`config.mk`:
```
export PLATFORM = sky130hd
export DESIGN_NAME = bresenham_line_rasterizer
export DESIGN_NICKNAME = d
export VERILOG_FILES = /design/src/sv/blr_pkg.sv /design/src/sv/blr_ctrl.sv /design/src/sv/blr_datapath.sv /design/src/sv/bresenham_line_rasterizer.sv
export SDC_FILE = /design/constraint.sdc
export NUM_CORES = 1
export LEC_CHECK = 0
export BUFFER_PORTS_ARGS = -buffer_cell sky130_fd_sc_hd__buf_2
export CAP_MARGIN = 20
export CELL_PAD_IN_SITES_DETAIL_PLACEMENT = 1
export CELL_PAD_IN_SITES_GLOBAL_PLACEMENT = 2
export CORE_AREA = 2 2 137 165
export DETAILED_ROUTE_END_ITERATION = 8
export DIE_AREA = 0 0 139 167
export GPL_TIMING_DRIVEN = 0
export PLACE_DENSITY_LB_ADDON = 0.08
export REMOVE_ABC_BUFFERS = 1
export SYNTH_ARGS = -nofsm -noshare
export SYNTH_HDL_FRONTEND = slang
export SYNTH_SLANG_ARGS = --single-unit
export TNS_END_PERCENT = 1
```
`constraint.sdc`:
```
create_clock -name clk_i -period 4.8 [get_ports clk_i]
set_input_delay 0.48 -clock clk_i [delete_from_list [all_inputs] [get_ports clk_i]]
set_output_delay 0.48 -clock clk_i [all_outputs]
set_load 0.01 [all_outputs]
```
`src/sv/blr_pkg.sv`:
```
// Shared types and constants of the line rasterizer.
package blr_pkg;

  localparam int unsigned CoordW    = 6;
  localparam int unsigned CharW     = 8;
  localparam int unsigned CanvasW   = 7;
  localparam int unsigned CfgIdxW   = 1;
  localparam int unsigned ErrW      = 10;

  localparam int unsigned MaxSideDefault = 64;

  localparam logic [CanvasW-1:0] CanvasReset = 7'd64;

  // register indexes of the configuration port
  localparam logic [CfgIdxW-1:0] CfgCanvasWidth  = 1'b0;
  localparam logic [CfgIdxW-1:0] CfgCanvasHeight = 1'b1;

  // commands from the controller to the datapath
  typedef struct packed {
    logic load;
    logic emit;
  } cmd_t;

  // status from the datapath to the controller
  typedef struct packed {
    logic final_pt;
  } sts_t;

endpackage

```
`src/sv/blr_ctrl.sv`:
```
// Controller state machine of the line rasterizer.
module blr_ctrl (
  input  logic          clk_i,
  input  logic          rst_ni,
  input  logic          in_valid_i,
  output logic          in_ready_o,
  output logic          out_valid_o,
  input  logic          out_ready_i,
  input  blr_pkg::sts_t sts_i,
  output blr_pkg::cmd_t cmd_o
);

  typedef enum logic [1:0] {
    StIdle = 2'b01,
    StRun  = 2'b10
  } state_e;

  state_e state_q, state_d;
  logic   out_valid_q, out_valid_d;
  logic   slot_free;

  assign slot_free = !out_valid_q || out_ready_i;

  always_comb begin
    state_d     = state_q;
    cmd_o.load  = 1'b0;
    cmd_o.emit  = 1'b0;
    in_ready_o  = 1'b0;
    out_valid_d = out_valid_q && !out_ready_i;
    case (state_q)
      StIdle: begin
        in_ready_o = 1'b1;
        if (in_valid_i) begin
          cmd_o.load = 1'b1;
          state_d    = StRun;
        end
      end
      StRun: begin
        if (slot_free) begin
          cmd_o.emit  = 1'b1;
          out_valid_d = 1'b1;
          if (sts_i.final_pt) begin
            state_d = StIdle;
          end
        end
      end
      default: begin
        state_d = StIdle;
      end
    endcase
  end

  always_ff @(posedge clk_i or negedge rst_ni) begin
    if (!rst_ni) begin
      state_q     <= StIdle;
      out_valid_q <= 1'b0;
    end else begin
      state_q     <= state_d;
      out_valid_q <= out_valid_d;
    end
  end

  assign out_valid_o = out_valid_q;

endmodule

```
`src/sv/blr_datapath.sv`:
```
// Datapath of the line rasterizer: walk registers, error term and result register.
module blr_datapath #(
  parameter int unsigned MAX_SIDE = blr_pkg::MaxSideDefault
) (
  input  logic                         clk_i,
  input  blr_pkg::cmd_t                cmd_i,
  output blr_pkg::sts_t                sts_o,
  input  logic [blr_pkg::CoordW-1:0]   start_x_i,
  input  logic [blr_pkg::CoordW-1:0]   start_y_i,
  input  logic [blr_pkg::CoordW-1:0]   end_x_i,
  input  logic [blr_pkg::CoordW-1:0]   end_y_i,
  input  logic [blr_pkg::CharW-1:0]    fill_char_i,
  input  logic [blr_pkg::CanvasW-1:0]  canvas_width_i,
  input  logic [blr_pkg::CanvasW-1:0]  canvas_height_i,
  output logic [blr_pkg::CoordW-1:0]   pixel_x_o,
  output logic [blr_pkg::CoordW-1:0]   pixel_y_o,
  output logic [blr_pkg::CharW-1:0]    pixel_char_o,
  output logic                         visible_o,
  output logic                         last_point_o
);

  localparam int unsigned CntW = $clog2(MAX_SIDE);
  localparam int unsigned CW   = blr_pkg::CoordW;
  localparam int unsigned EW   = blr_pkg::ErrW;
  localparam logic [CntW-1:0] CntLast = CntW'(MAX_SIDE - 1);

  logic [CW-1:0]             px_q, py_q, tx_q, ty_q, dx_q, ady_q;
  logic [CW-1:0]             px_d, py_d, dx_d, ady_d;
  logic                      sx_neg_q, sy_neg_q;
  logic [blr_pkg::CharW-1:0] ch_q;
  logic signed [EW-1:0]      err_q, err_d, e2, dx_e, dy_e;
  logic [CntW-1:0]           cnt_q;
  logic                      done, step_x, step_y;

  assign dx_d  = (start_x_i < end_x_i) ? end_x_i - start_x_i : start_x_i - end_x_i;
  assign ady_d = (start_y_i < end_y_i) ? end_y_i - start_y_i : start_y_i - end_y_i;

  assign done = (px_q == tx_q) && (py_q == ty_q);
  assign sts_o.final_pt = done || (cnt_q == CntLast);

  // error step: e2 = 2 * err against dy (negative) and dx
  always_comb begin
    dx_e   = $signed({{(EW-CW){1'b0}}, dx_q});
    dy_e   = -$signed({{(EW-CW){1'b0}}, ady_q});
    e2     = err_q <<< 1;
    step_x = (e2 >= dy_e);
    step_y = (e2 <= dx_e);
    err_d  = err_q + (step_x ? dy_e : '0) + (step_y ? dx_e : '0);
    px_d   = px_q;
    py_d   = py_q;
    if (step_x) begin
      px_d = sx_neg_q ? px_q - 1'b1 : px_q + 1'b1;
    end
    if (step_y) begin
      py_d = sy_neg_q ? py_q - 1'b1 : py_q + 1'b1;
    end
  end

  always_ff @(posedge clk_i) begin
    if (cmd_i.load) begin
      px_q     <= start_x_i;
      py_q     <= start_y_i;
      tx_q     <= end_x_i;
      ty_q     <= end_y_i;
      ch_q     <= fill_char_i;
      dx_q     <= dx_d;
      ady_q    <= ady_d;
      sx_neg_q <= !(start_x_i < end_x_i);
      sy_neg_q <= !(start_y_i < end_y_i);
      err_q    <= $signed({{(EW-CW){1'b0}}, dx_d}) - $signed({{(EW-CW){1'b0}}, ady_d});
      cnt_q    <= '0;
    end else if (cmd_i.emit) begin
      px_q  <= px_d;
      py_q  <= py_d;
      err_q <= err_d;
      cnt_q <= cnt_q + 1'b1;
    end
  end

  // result register
  always_ff @(posedge clk_i) begin
    if (cmd_i.emit) begin
      pixel_x_o    <= px_q;
      pixel_y_o    <= py_q;
      pixel_char_o <= ch_q;
      visible_o    <= ({1'b0, px_q} < canvas_width_i) && ({1'b0, py_q} < canvas_height_i);
      last_point_o <= done;
    end
  end

endmodule

```
`src/sv/bresenham_line_rasterizer.sv`:
```
// Top level of the line rasterizer: configuration registers, controller and datapath.
//
// Usage: present a line command (start_x/start_y, end_x/end_y, fill_char) with
// in_valid_i; it transfers when in_ready_o is high. The block then walks the
// line with the integer error-term rule and delivers one pixel result per
// point on the out_valid_o/out_ready_i channel, both end points included, so
// a line gives max(|dx|,|dy|)+1 results (at most MAX_SIDE). last_point_o marks
// the second end point; visible_o is set when the point lies inside the canvas.
// The command loads the walk registers; each emit then copies the current
// point into the result register. Throughput: one pixel per cycle while the
// receiver takes them, set by the single error-term update in the datapath.
// A stalled receiver holds the result register and freezes the walk; nothing
// is dropped. The last result may still wait while the next command transfers.
// Reset: canvas width and height return to 64, the controller goes idle and
// any result in flight is dropped. Write the canvas registers only while idle.
module bresenham_line_rasterizer #(
  parameter int unsigned MAX_SIDE = blr_pkg::MaxSideDefault
) (
  input  logic                          clk_i,
  input  logic                          rst_ni,
  input  logic                          cfg_we_i,
  input  logic [blr_pkg::CfgIdxW-1:0]   cfg_idx_i,
  input  logic [blr_pkg::CanvasW-1:0]   cfg_data_i,
  input  logic                          in_valid_i,
  output logic                          in_ready_o,
  input  logic [blr_pkg::CoordW-1:0]    start_x_i,
  input  logic [blr_pkg::CoordW-1:0]    start_y_i,
  input  logic [blr_pkg::CoordW-1:0]    end_x_i,
  input  logic [blr_pkg::CoordW-1:0]    end_y_i,
  input  logic [blr_pkg::CharW-1:0]     fill_char_i,
  output logic                          out_valid_o,
  input  logic                          out_ready_i,
  output logic [blr_pkg::CoordW-1:0]    pixel_x_o,
  output logic [blr_pkg::CoordW-1:0]    pixel_y_o,
  output logic [blr_pkg::CharW-1:0]     pixel_char_o,
  output logic                          visible_o,
  output logic                          last_point_o
);

  logic [blr_pkg::CanvasW-1:0] canvas_width_q, canvas_height_q;
  blr_pkg::cmd_t               cmd;
  blr_pkg::sts_t               sts;

  // canvas registers; an index off the list has no register behind it
  always_ff @(posedge clk_i or negedge rst_ni) begin
    if (!rst_ni) begin
      canvas_width_q  <= blr_pkg::CanvasReset;
      canvas_height_q <= blr_pkg::CanvasReset;
    end else if (cfg_we_i) begin
      case (cfg_idx_i)
        blr_pkg::CfgCanvasWidth:  canvas_width_q  <= cfg_data_i;
        blr_pkg::CfgCanvasHeight: canvas_height_q <= cfg_data_i;
        default: begin
        end
      endcase
    end
  end

  // sequence the command load and one pixel transfer per free output slot
  blr_ctrl u_ctrl (
    .clk_i       (clk_i),
    .rst_ni      (rst_ni),
    .in_valid_i  (in_valid_i),
    .in_ready_o  (in_ready_o),
    .out_valid_o (out_valid_o),
    .out_ready_i (out_ready_i),
    .sts_i       (sts),
    .cmd_o       (cmd)
  );

  // hold the walk state, advance the error term and register each pixel
  blr_datapath #(
    .MAX_SIDE (MAX_SIDE)
  ) u_datapath (
    .clk_i           (clk_i),
    .cmd_i           (cmd),
    .sts_o           (sts),
    .start_x_i       (start_x_i),
    .start_y_i       (start_y_i),
    .end_x_i         (end_x_i),
    .end_y_i         (end_y_i),
    .fill_char_i     (fill_char_i),
    .canvas_width_i  (canvas_width_q),
    .canvas_height_i (canvas_height_q),
    .pixel_x_o       (pixel_x_o),
    .pixel_y_o       (pixel_y_o),
    .pixel_char_o    (pixel_char_o),
    .visible_o       (visible_o),
    .last_point_o    (last_point_o)
  );

`ifndef SYNTHESIS
  // a command transfer makes the block busy in the next cycle
  a_busy_after_load: assert property (@(posedge clk_i) disable iff (!rst_ni)
    in_valid_i && in_ready_o |=> !in_ready_o)
    else $error("rasterizer still ready after command transfer");

  // the final point of a walk returns the block to idle
  a_idle_after_final: assert property (@(posedge clk_i) disable iff (!rst_ni)
    cmd.emit && sts.final_pt |=> in_ready_o)
    else $error("rasterizer not idle after final point");

  // no pixel is produced while waiting for a command
  a_no_emit_idle: assert property (@(posedge clk_i) disable iff (!rst_ni)
    in_ready_o |-> !cmd.emit)
    else $error("pixel produced while idle");

  // a produced pixel shows up as a valid result in the next cycle
  a_emit_valid: assert property (@(posedge clk_i) disable iff (!rst_ni)
    cmd.emit |=> out_valid_o)
    else $error("produced pixel not presented");
`endif

endmodule

```
==> impl_metrics.env, run 1 <==
export IMPL_crit_path_max_fanout=5
export IMPL_cp_slowest_cell="edfxtp_1"
export IMPL_critPathMaxStageDelay_ns=0.43
export IMPL_rsz0062_at_grt="true"
export IMPL_yosysSeqAreaShare_pct=44.8
export IMPL_reg2reg_slack_ns=0.18
export IMPL_hold_buffers=0
export IMPL_drtAntennaViolNets=0
export IMPL_clk_pin_slew_ns=0.08
export IMPL_tightestPinTransition_ns=0.916
export IMPL_area_growth_pct=19.0
export IMPL_drive_gt1_share_pct=23.9
export IMPL_yosys_area_top_type="edfxtp_1"
export IMPL_grt_util_all_layers_pct=14.1
export IMPL_synth_fa_ha_area_share_pct=18.1
export IMPL_wire_per_inst_um=16.9
export IMPL_grt_max_degree=39
export IMPL_r2r_end="u_datapath.err_q[7]$_DFFE_PP_"
export IMPL_core_area_mm2=0.0216
export IMPL_yosys_top_cells_area="edfxtp_1, ha_1, dfrtp_1, inv_1, xnor2_1"
export IMPL_start_util_pct=29.7
export IMPL_hold_class="in2async"
export IMPL_yosysWarnings=0
export IMPL_drtIter0Drc=150
export IMPL_drc=0
export IMPL_clk_latency_ns=0.36
export IMPL_synth_xor_area_share_pct=7.26
export IMPL_syn_area_per_cell_um2=10.8
export IMPL_crit_arrival_ns=4.73
export IMPL_ff2ff_path_depth=23
export IMPL_grt_pass1_vias=4804
export IMPL_die_w_um=139
export IMPL_path_delay_family="adder cells"
export IMPL_synth_edff_count=77
export IMPL_cp_cell_sequence="nor2_2 -> nand3_2 -> nor2_4 -> xnor2_2 -> inv_1 -> ha_1 -> a21oi_2 -> o21ai_2 -> a2111oi_4 -> mux2_4 -> nand2_2 -> fa_1 -> inv_1 -> ha_2 -> inv_2 -> fa_2 -> nor2b_2 -> o21a_1 -> o21ai_2 -> nand2b_1 -> a21oi_2 -> xor2_1 -> o21ai_1"
export IMPL_drt_pre_antenna_iters=4
export IMPL_async_reset_ff_share_pct=17.0
export IMPL_fp_dieH_um=167
export IMPL_setup_viol=0
export IMPL_post_dp_hpwl_mm=12.7
export IMPL_portBuffers=68
export IMPL_num_vias=4449
export IMPL_diodes=0
export IMPL_io_pins=69
export IMPL_die_area_mm2=0.0232
export IMPL_dp_slack_ns=-0.269
export IMPL_worstSetupPathType="reg2reg"
export IMPL_synthFlopType="edfxtp_1"
export IMPL_h_tree_depth=3
export IMPL_nets=803
export IMPL_synth_compound_area_share_pct=12.1
export IMPL_power_mw=4.97
export IMPL_globalRouteOverflowTotal=0
export IMPL_synth_top_area_share_pct=36.2
export IMPL_max_slew_margin_pct=38.8
export IMPL_p_leak_nw=3.32
export IMPL_fmax_ghz=0.216
export IMPL_syn_inst=591
export IMPL_cts_buffers=9
export IMPL_maxCapViolCount=0
export IMPL_reg2reg_from="u_datapath.ady_q[3]$_DFFE_PP_"
export IMPL_peakVddDrop_mv=0.235
export IMPL_gp_congestion=0.743
export IMPL_end_kind="flip-flop"
export IMPL_grt_pass1_wl_mm=25.6
export IMPL_crit_buf_inv=3
export IMPL_antenna_found_initial=0
export IMPL_start_kind="flip-flop"
export IMPL_cts_buffer_depth=2
export IMPL_ys_ff_latch=100
export IMPL_min_period_over_period_pct=96.3
export IMPL_synthDistinctLibCells=55
export IMPL_vias_per_cell=4.67
export IMPL_slew_viol_final=0
export IMPL_fin_crit_ns=4.62
export IMPL_yosys_area_share_simple_pct=9.26
export IMPL_syn_area_mm2=0.00639
export IMPL_hold_violations=0
export IMPL_cts_tree="built"
export IMPL_finClkSkew_ns=0.00953
export IMPL_routed_wl_mm=16.1
export IMPL_powerDensity_mw_per_mm2=653
export IMPL_synthMuxAreaShare_pct=2.80
export IMPL_cts_sinks=100
export IMPL_fin_ws_ns=0.179
export IMPL_cts_root_buffer="clkbuf_16"
export IMPL_synth_top_family_by_area="adder cells"
export IMPL_hold_ws_ns=0.0353
export IMPL_status="finished clean"
export IMPL_crit_required_ns=4.91
export IMPL_rows=59
state kept, by name, summed over array words and instances (netlist names):
| name | flops |
|---|---|
| u_datapath.ch_q | 8 |
| u_datapath.py_q | 6 |
| u_datapath.err_q | 9 |
| u_datapath.visible_o | 1 |
| u_datapath.sx_neg_q | 1 |
| u_datapath.tx_q | 6 |
| u_datapath.sy_neg_q | 1 |
| u_ctrl.out_valid_o | 1 |
| u_ctrl.state_q | 2 |
| u_datapath.pixel_x_o | 6 |
| u_datapath.dx_q | 6 |
| u_datapath.ady_q | 6 |
| u_datapath.ty_q | 6 |
| canvas_width_q | 7 |
| u_datapath.pixel_y_o | 6 |
| u_datapath.pixel_char_o | 8 |
| u_datapath.px_q | 6 |
| canvas_height_q | 7 |
| u_datapath.cnt_q | 6 |
| u_datapath.last_point_o | 1 |
Yosys cell counts (all sizes together) (6+ instances only):
master	count
a211oi	9
a21o	12
a21oi	41
clkbuf	7
dfrtp	14
dfxtp	6
edfxtp	77
fa	14
ha	70
inv	89
mux2	12
nand2	41
nand2b	6
nand4	8
nor2	41
nor2b	9
nor3	8
o21ai	27
xnor2	36
xor2	17
routing by layer:
layer  vias to the layer above  global-route usage (%)  wire length [um]
met5                         -                       0                 0
met3                        12                    1.73               282
met1                      2200                    17.0              6910
li1                       2194                       -                 -
met4                         0                    5.05               259
met2                        43                    25.8              8640
power breakdown:
group / switching [mW] / internal, mW
clock network: 0.358 / 0.377
registers: 0.203 / 1.35
logic: 1.46 / 1.21
cells by family (layout without fill, tap and decap cells):
logic type / Yosys count / after routing
AND/OR/NAND/NOR: 126 / 126
AO/OA/AOI/OAI: 114 / 114
flip-flops: 100 / 100
buffers and inverters: 98 / 186
adder cells (fa/ha/maj): 84 / 84
XOR/XNOR: 53 / 53
multiplexers: 16 / 16
stage by stage:
stage	area (um^2)	instances	util (%)	setup TNS [ns]
after floorplan	6360	582	-	0
after global placement	7040	924	32.7	-0.481
after detailed placement	7060	925	32.8	-0.374
after CTS	7400	944	34.3	0
after global routing	7610	953	35.3	-0.162
final	7610	953	35.3	0
placed cells by master, fill, tap and decap left out, types with 6 or more instances in the layout:
| cell type | netlist | routed |
|---|---|---|
| dfxtp_1 | 6 | 6 |
| edfxtp_1 | 77 | 77 |
| inv_1 | 88 | 82 |
| fa_1 | 14 | 12 |
| xor2_1 | 17 | 16 |
| a21oi_1 | 37 | 34 |
| buf_2 | 2 | 68 |
| a21o_1 | 12 | 12 |
| nand2_1 | 41 | 37 |
| clkbuf_16 | 0 | 9 |
| nor2b_1 | 7 | 6 |
| mux2_2 | 11 | 11 |
| inv_2 | 1 | 7 |
| nor2_1 | 41 | 39 |
| a211oi_1 | 6 | 6 |
| xnor2_1 | 36 | 35 |
| dfrtp_1 | 14 | 14 |
| buf_4 | 0 | 11 |
| nand4_1 | 8 | 8 |
| o21ai_0 | 23 | 21 |
| ha_1 | 70 | 64 |
layout make-up:
| class | instances | area [um^2] |
|---|---|---|
| tap | 274 | 343 |
| timing repair buffer | 81 | 454 |
| clock buffer | 10 | 239 |
| multi-input combinational | 393 | 3320 |
| inverter | 89 | 334 |
| fill | 2423 | 13900 |
| clock inverter | 6 | 50.0 |
| sequential | 100 | 2860 |
worst reg2reg max path, stage by stage (launching register included):
cell and delay [ns]:
edfxtp_1 0.43, nor2_2 0.18, nand3_2 0.14, nor2_4 0.13, xnor2_2 0.14, inv_1 0.07
ha_1 0.32, a21oi_2 0.16, o21ai_2 0.09, a2111oi_4 0.39, mux2_4 0.38, nand2_2 0.08
fa_1 0.41, inv_1 0.08, ha_2 0.19, inv_2 0.04, fa_2 0.42, nor2b_2 0.12
o21a_1 0.16, o21ai_2 0.07, nand2b_1 0.09, a21oi_2 0.06, xor2_1 0.15, o21ai_1 0.08
how the worst max path moves through the flow:
stage,startpoint,endpoint,slack (ns),cells past startpoint
after global routing,u_datapath.ady_q[0]$_DFFE_PP_,u_datapath.err_q[7]$_DFFE_PP_,-0.08,22
final,u_datapath.ady_q[3]$_DFFE_PP_,u_datapath.err_q[7]$_DFFE_PP_,0.18,23
after detailed placement,u_datapath.ady_q[0]$_DFFE_PP_,u_datapath.err_q[8]$_DFFE_PP_,-0.27,19
after global placement,u_datapath.ady_q[0]$_DFFE_PP_,u_datapath.err_q[8]$_DFFE_PP_,-0.32,19
after floorplan,u_datapath.ady_q[0]$_DFFE_PP_,u_datapath.err_q[8]$_DFFE_PP_,0.43,19
after CTS,u_datapath.ady_q[0]$_DFFE_PP_,u_datapath.err_q[8]$_DFFE_PP_,0.002,20
timing repair:
item / 4_1_cts / 5_1_grt
gates resized for setup: 5 / 33
buffers inserted: 3 / 9
pin swaps: 3 / 27
endpoints found under the setup margin: 2 / 3
No activity file was read; power rests on OpenSTA's default activity.
==> run 2: changes to the inputs <==
--- a/config.mk
+++ b/config.mk
@@ -5,17 +5,18 @@
 export SDC_FILE = /design/constraint.sdc
 export NUM_CORES = 1
 export LEC_CHECK = 0
+export ABC_AREA = 1
 export BUFFER_PORTS_ARGS = -buffer_cell sky130_fd_sc_hd__buf_2
 export CAP_MARGIN = 20
 export CELL_PAD_IN_SITES_DETAIL_PLACEMENT = 1
 export CELL_PAD_IN_SITES_GLOBAL_PLACEMENT = 2
-export CORE_AREA = 2 2 137 165
+export CORE_AREA = 2 2 139 168
 export DETAILED_ROUTE_END_ITERATION = 8
-export DIE_AREA = 0 0 139 167
+export DIE_AREA = 0 0 141 170
 export GPL_TIMING_DRIVEN = 0
 export PLACE_DENSITY_LB_ADDON = 0.08
 export REMOVE_ABC_BUFFERS = 1
 export SYNTH_ARGS = -nofsm -noshare
 export SYNTH_HDL_FRONTEND = slang
 export SYNTH_SLANG_ARGS = --single-unit
-export TNS_END_PERCENT = 1
+export TNS_END_PERCENT = 5
==> impl_metrics.env, run 2 <==
export IMPL_clk_latency_ns=0.36
export IMPL_p_leak_nw=3.73
export IMPL_reg2reg_from="u_datapath.ady_q[0]$_DFFE_PP_"
export IMPL_maxCapViolCount=0
export IMPL_grt_util_all_layers_pct=14.6
export IMPL_yosysSeqAreaShare_pct=43.2
export IMPL_drtIter0Drc=110
export IMPL_syn_inst=718
export IMPL_routed_wl_mm=16.8
export IMPL_die_area_mm2=0.0240
export IMPL_min_period_over_period_pct=91.6
export IMPL_largest_reg_flops=9
export IMPL_clk_pin_slew_ns=0.09
export IMPL_drt_pre_antenna_iters=5
export IMPL_synth_top_area_share_pct=34.9
export IMPL_cts_buffer_depth=2
export IMPL_grt_pass1_wl_mm=27.5
export IMPL_start_util_pct=29.7
export IMPL_async_reset_ff_share_pct=17.0
export IMPL_cts_sinks=100
export IMPL_status="finished clean"
export IMPL_fin_tns_setup_ns=0
export IMPL_crit_arrival_ns=4.50
export IMPL_grt_pass1_vias=5359
export IMPL_finClkSkew_ns=0.0204
export IMPL_post_dp_hpwl_mm=13.6
export IMPL_powerDensity_mw_per_mm2=595
export IMPL_gp_congestion=0.775
export IMPL_num_vias=4948
export IMPL_hold_ws_ns=0.0260
export IMPL_slew_viol_final=0
export IMPL_final_cell_mix="nand2_1, inv_1, edfxtp_1, ha_1, buf_2"
export IMPL_rows=60
export IMPL_worstSetupPathType="reg2reg"
export IMPL_peakVddDrop_mv=0.187
export IMPL_hold_class="in2async"
export IMPL_yosys_area_top_type="edfxtp_1"
export IMPL_synthDistinctLibCells=47
export IMPL_yosysMostFrequentCell="nand2_1"
export IMPL_antenna_found_initial=1
export IMPL_final_common_cell="nand2_1"
export IMPL_yosys_top_cells_area="edfxtp_1, ha_1, nand2_1, inv_1, dfrtp_1"
export IMPL_utilization_pct=34.4
export IMPL_cp_slowest_cell="fa_1"
export IMPL_cts_tree="built"
export IMPL_nets=924
export IMPL_fp_dieH_um=170
export IMPL_portBuffers=68
export IMPL_cts_buffers=9
export IMPL_synthFlopType="edfxtp_1"
export IMPL_regMostFlops="u_datapath.err_q"
export IMPL_tightestPinTransition_ns=0.965
export IMPL_wire_per_inst_um=15.5
export IMPL_synth_common_cells="nand2_1, inv_1, edfxtp_1"
export IMPL_max_slew_margin_pct=35.5
export IMPL_synth_edff_count=77
export IMPL_place_inst=1058
export IMPL_drc=0
export IMPL_critPathMaxStageDelay_ns=0.49
export IMPL_cts_root_buffer="clkbuf_16"
export IMPL_syn_area_per_cell_um2=9.22
export IMPL_io_pins=69
export IMPL_ys_ff_latch=100
export IMPL_reg_top3="u_datapath.err_q x9, u_datapath.ch_q x8, u_datapath.pixel_char_o x8"
export IMPL_postPlaceCellArea_mm2=0.00730
export IMPL_setup_viol=0
export IMPL_die_w_um=141
export IMPL_hold_buffers=0
export IMPL_design_area_mm2=0.00766
export IMPL_area_growth_pct=15.8
export IMPL_fmax_ghz=0.228
export IMPL_start_kind="flip-flop"
export IMPL_core_area_mm2=0.0223
export IMPL_final_cells=1080
export IMPL_crit_start="u_datapath.ady_q[0]$_DFFE_PP_"
export IMPL_h_tree_depth=3
export IMPL_crit_required_ns=4.90
export IMPL_globalRouteOverflowTotal=0
export IMPL_hold_violations=0
export IMPL_end_kind="flip-flop"
export IMPL_fin_crit_ns=4.40
export IMPL_grt_max_degree=31
export IMPL_drtAntennaViolNets=0
export IMPL_drive_gt1_share_pct=16.9
export IMPL_yosysWarnings=0
export IMPL_crit_path_max_fanout=4
export IMPL_vias_per_cell=4.58
export IMPL_syn_area_mm2=0.00662
==> run 2: cell type report <==
cell class	count	area, um^2
Fill cell	2613	14600
Multi-Input combinational cell	462	3180
Clock buffer	9	225
Clock inverter	7	75.1
Antenna cell	1	2.50
Inverter	147	552
Sequential cell	100	2860
Timing Repair Buffer	75	423
Tap cell	279	349
==> run 2: through the flow <==
step / worst slack (ns) / power [mW]
global placement: 0.0586 / 3.73
global route: -0.0185 / 5.06
CTS: 0.0502 / 4.62
floorplan: 0.803 / 3.12
finish: 0.405 / 4.56
detailed placement: 0.0142 / 3.83
==> run 2: critical path: cells and delay by family, from the launching register on <==
kind                     cells  cell delay (ns)
AO/OA/AOI/OAI                5             0.74
adder cells (fa/ha/maj)      4             1.24
buffers and inverters        5             0.37
flip-flops                   1             0.46
AND/OR/NAND/NOR             12             1.30
==> run 2: cell families after synthesis <==
group | count (synthesis) | share of synthesized area (%)
AO/OA/AOI/OAI | 111 | 9.81
XOR/XNOR | 34 | 4.50
adder cells (fa/ha/maj) | 84 | 17.5
buffers and inverters | 156 | 9.19
flip-flops | 100 | 43.2
AND/OR/NAND/NOR | 233 | 15.8
==> run 2: worst paths after layout <==
check | to | slack (ns) | cells past startpoint
hold / removal | u_ctrl.out_valid_o$_DFF_PN0_ | 0.03 | 1
max in group asynchronous | canvas_width_q[6]$_DFFE_PN1P_ | 4.46 | 1
setup / recovery | u_datapath.err_q[7]$_DFFE_PP_ | 0.40 | 26
min in group clk_i | u_datapath.ch_q[6]$_DFFE_PP_ | 0.29 | 1
setup reg to reg | u_datapath.err_q[7]$_DFFE_PP_ | 0.40 | 26
hold reg to reg | u_datapath.pixel_char_o[4]$_DFFE_PP_ | 0.43 | 0
==> run 2: per-layer routing <==
layer	wire length (um)	GRT usage, %
met1	7460	17.3
met2	8760	27.5
met3	378	2.25
met4	151	3.70
met5	0	0
==> run 2: where the power goes <==
group	leakage [nW]	internal [mW]	switching [mW]
sequential	0.972	1.32	0.198
combinational	2.62	0.903	1.38
clock	0.145	0.371	0.386
total	3.73	2.60	1.97
==> run 2: timing repair <==
item                                    4_1_cts  5_1_grt
buffers inserted                              0        4
pin swaps                                     0        4
endpoints found under the hold margin         0        0
endpoints found under the setup margin        1        4
resized for setup                             1       10
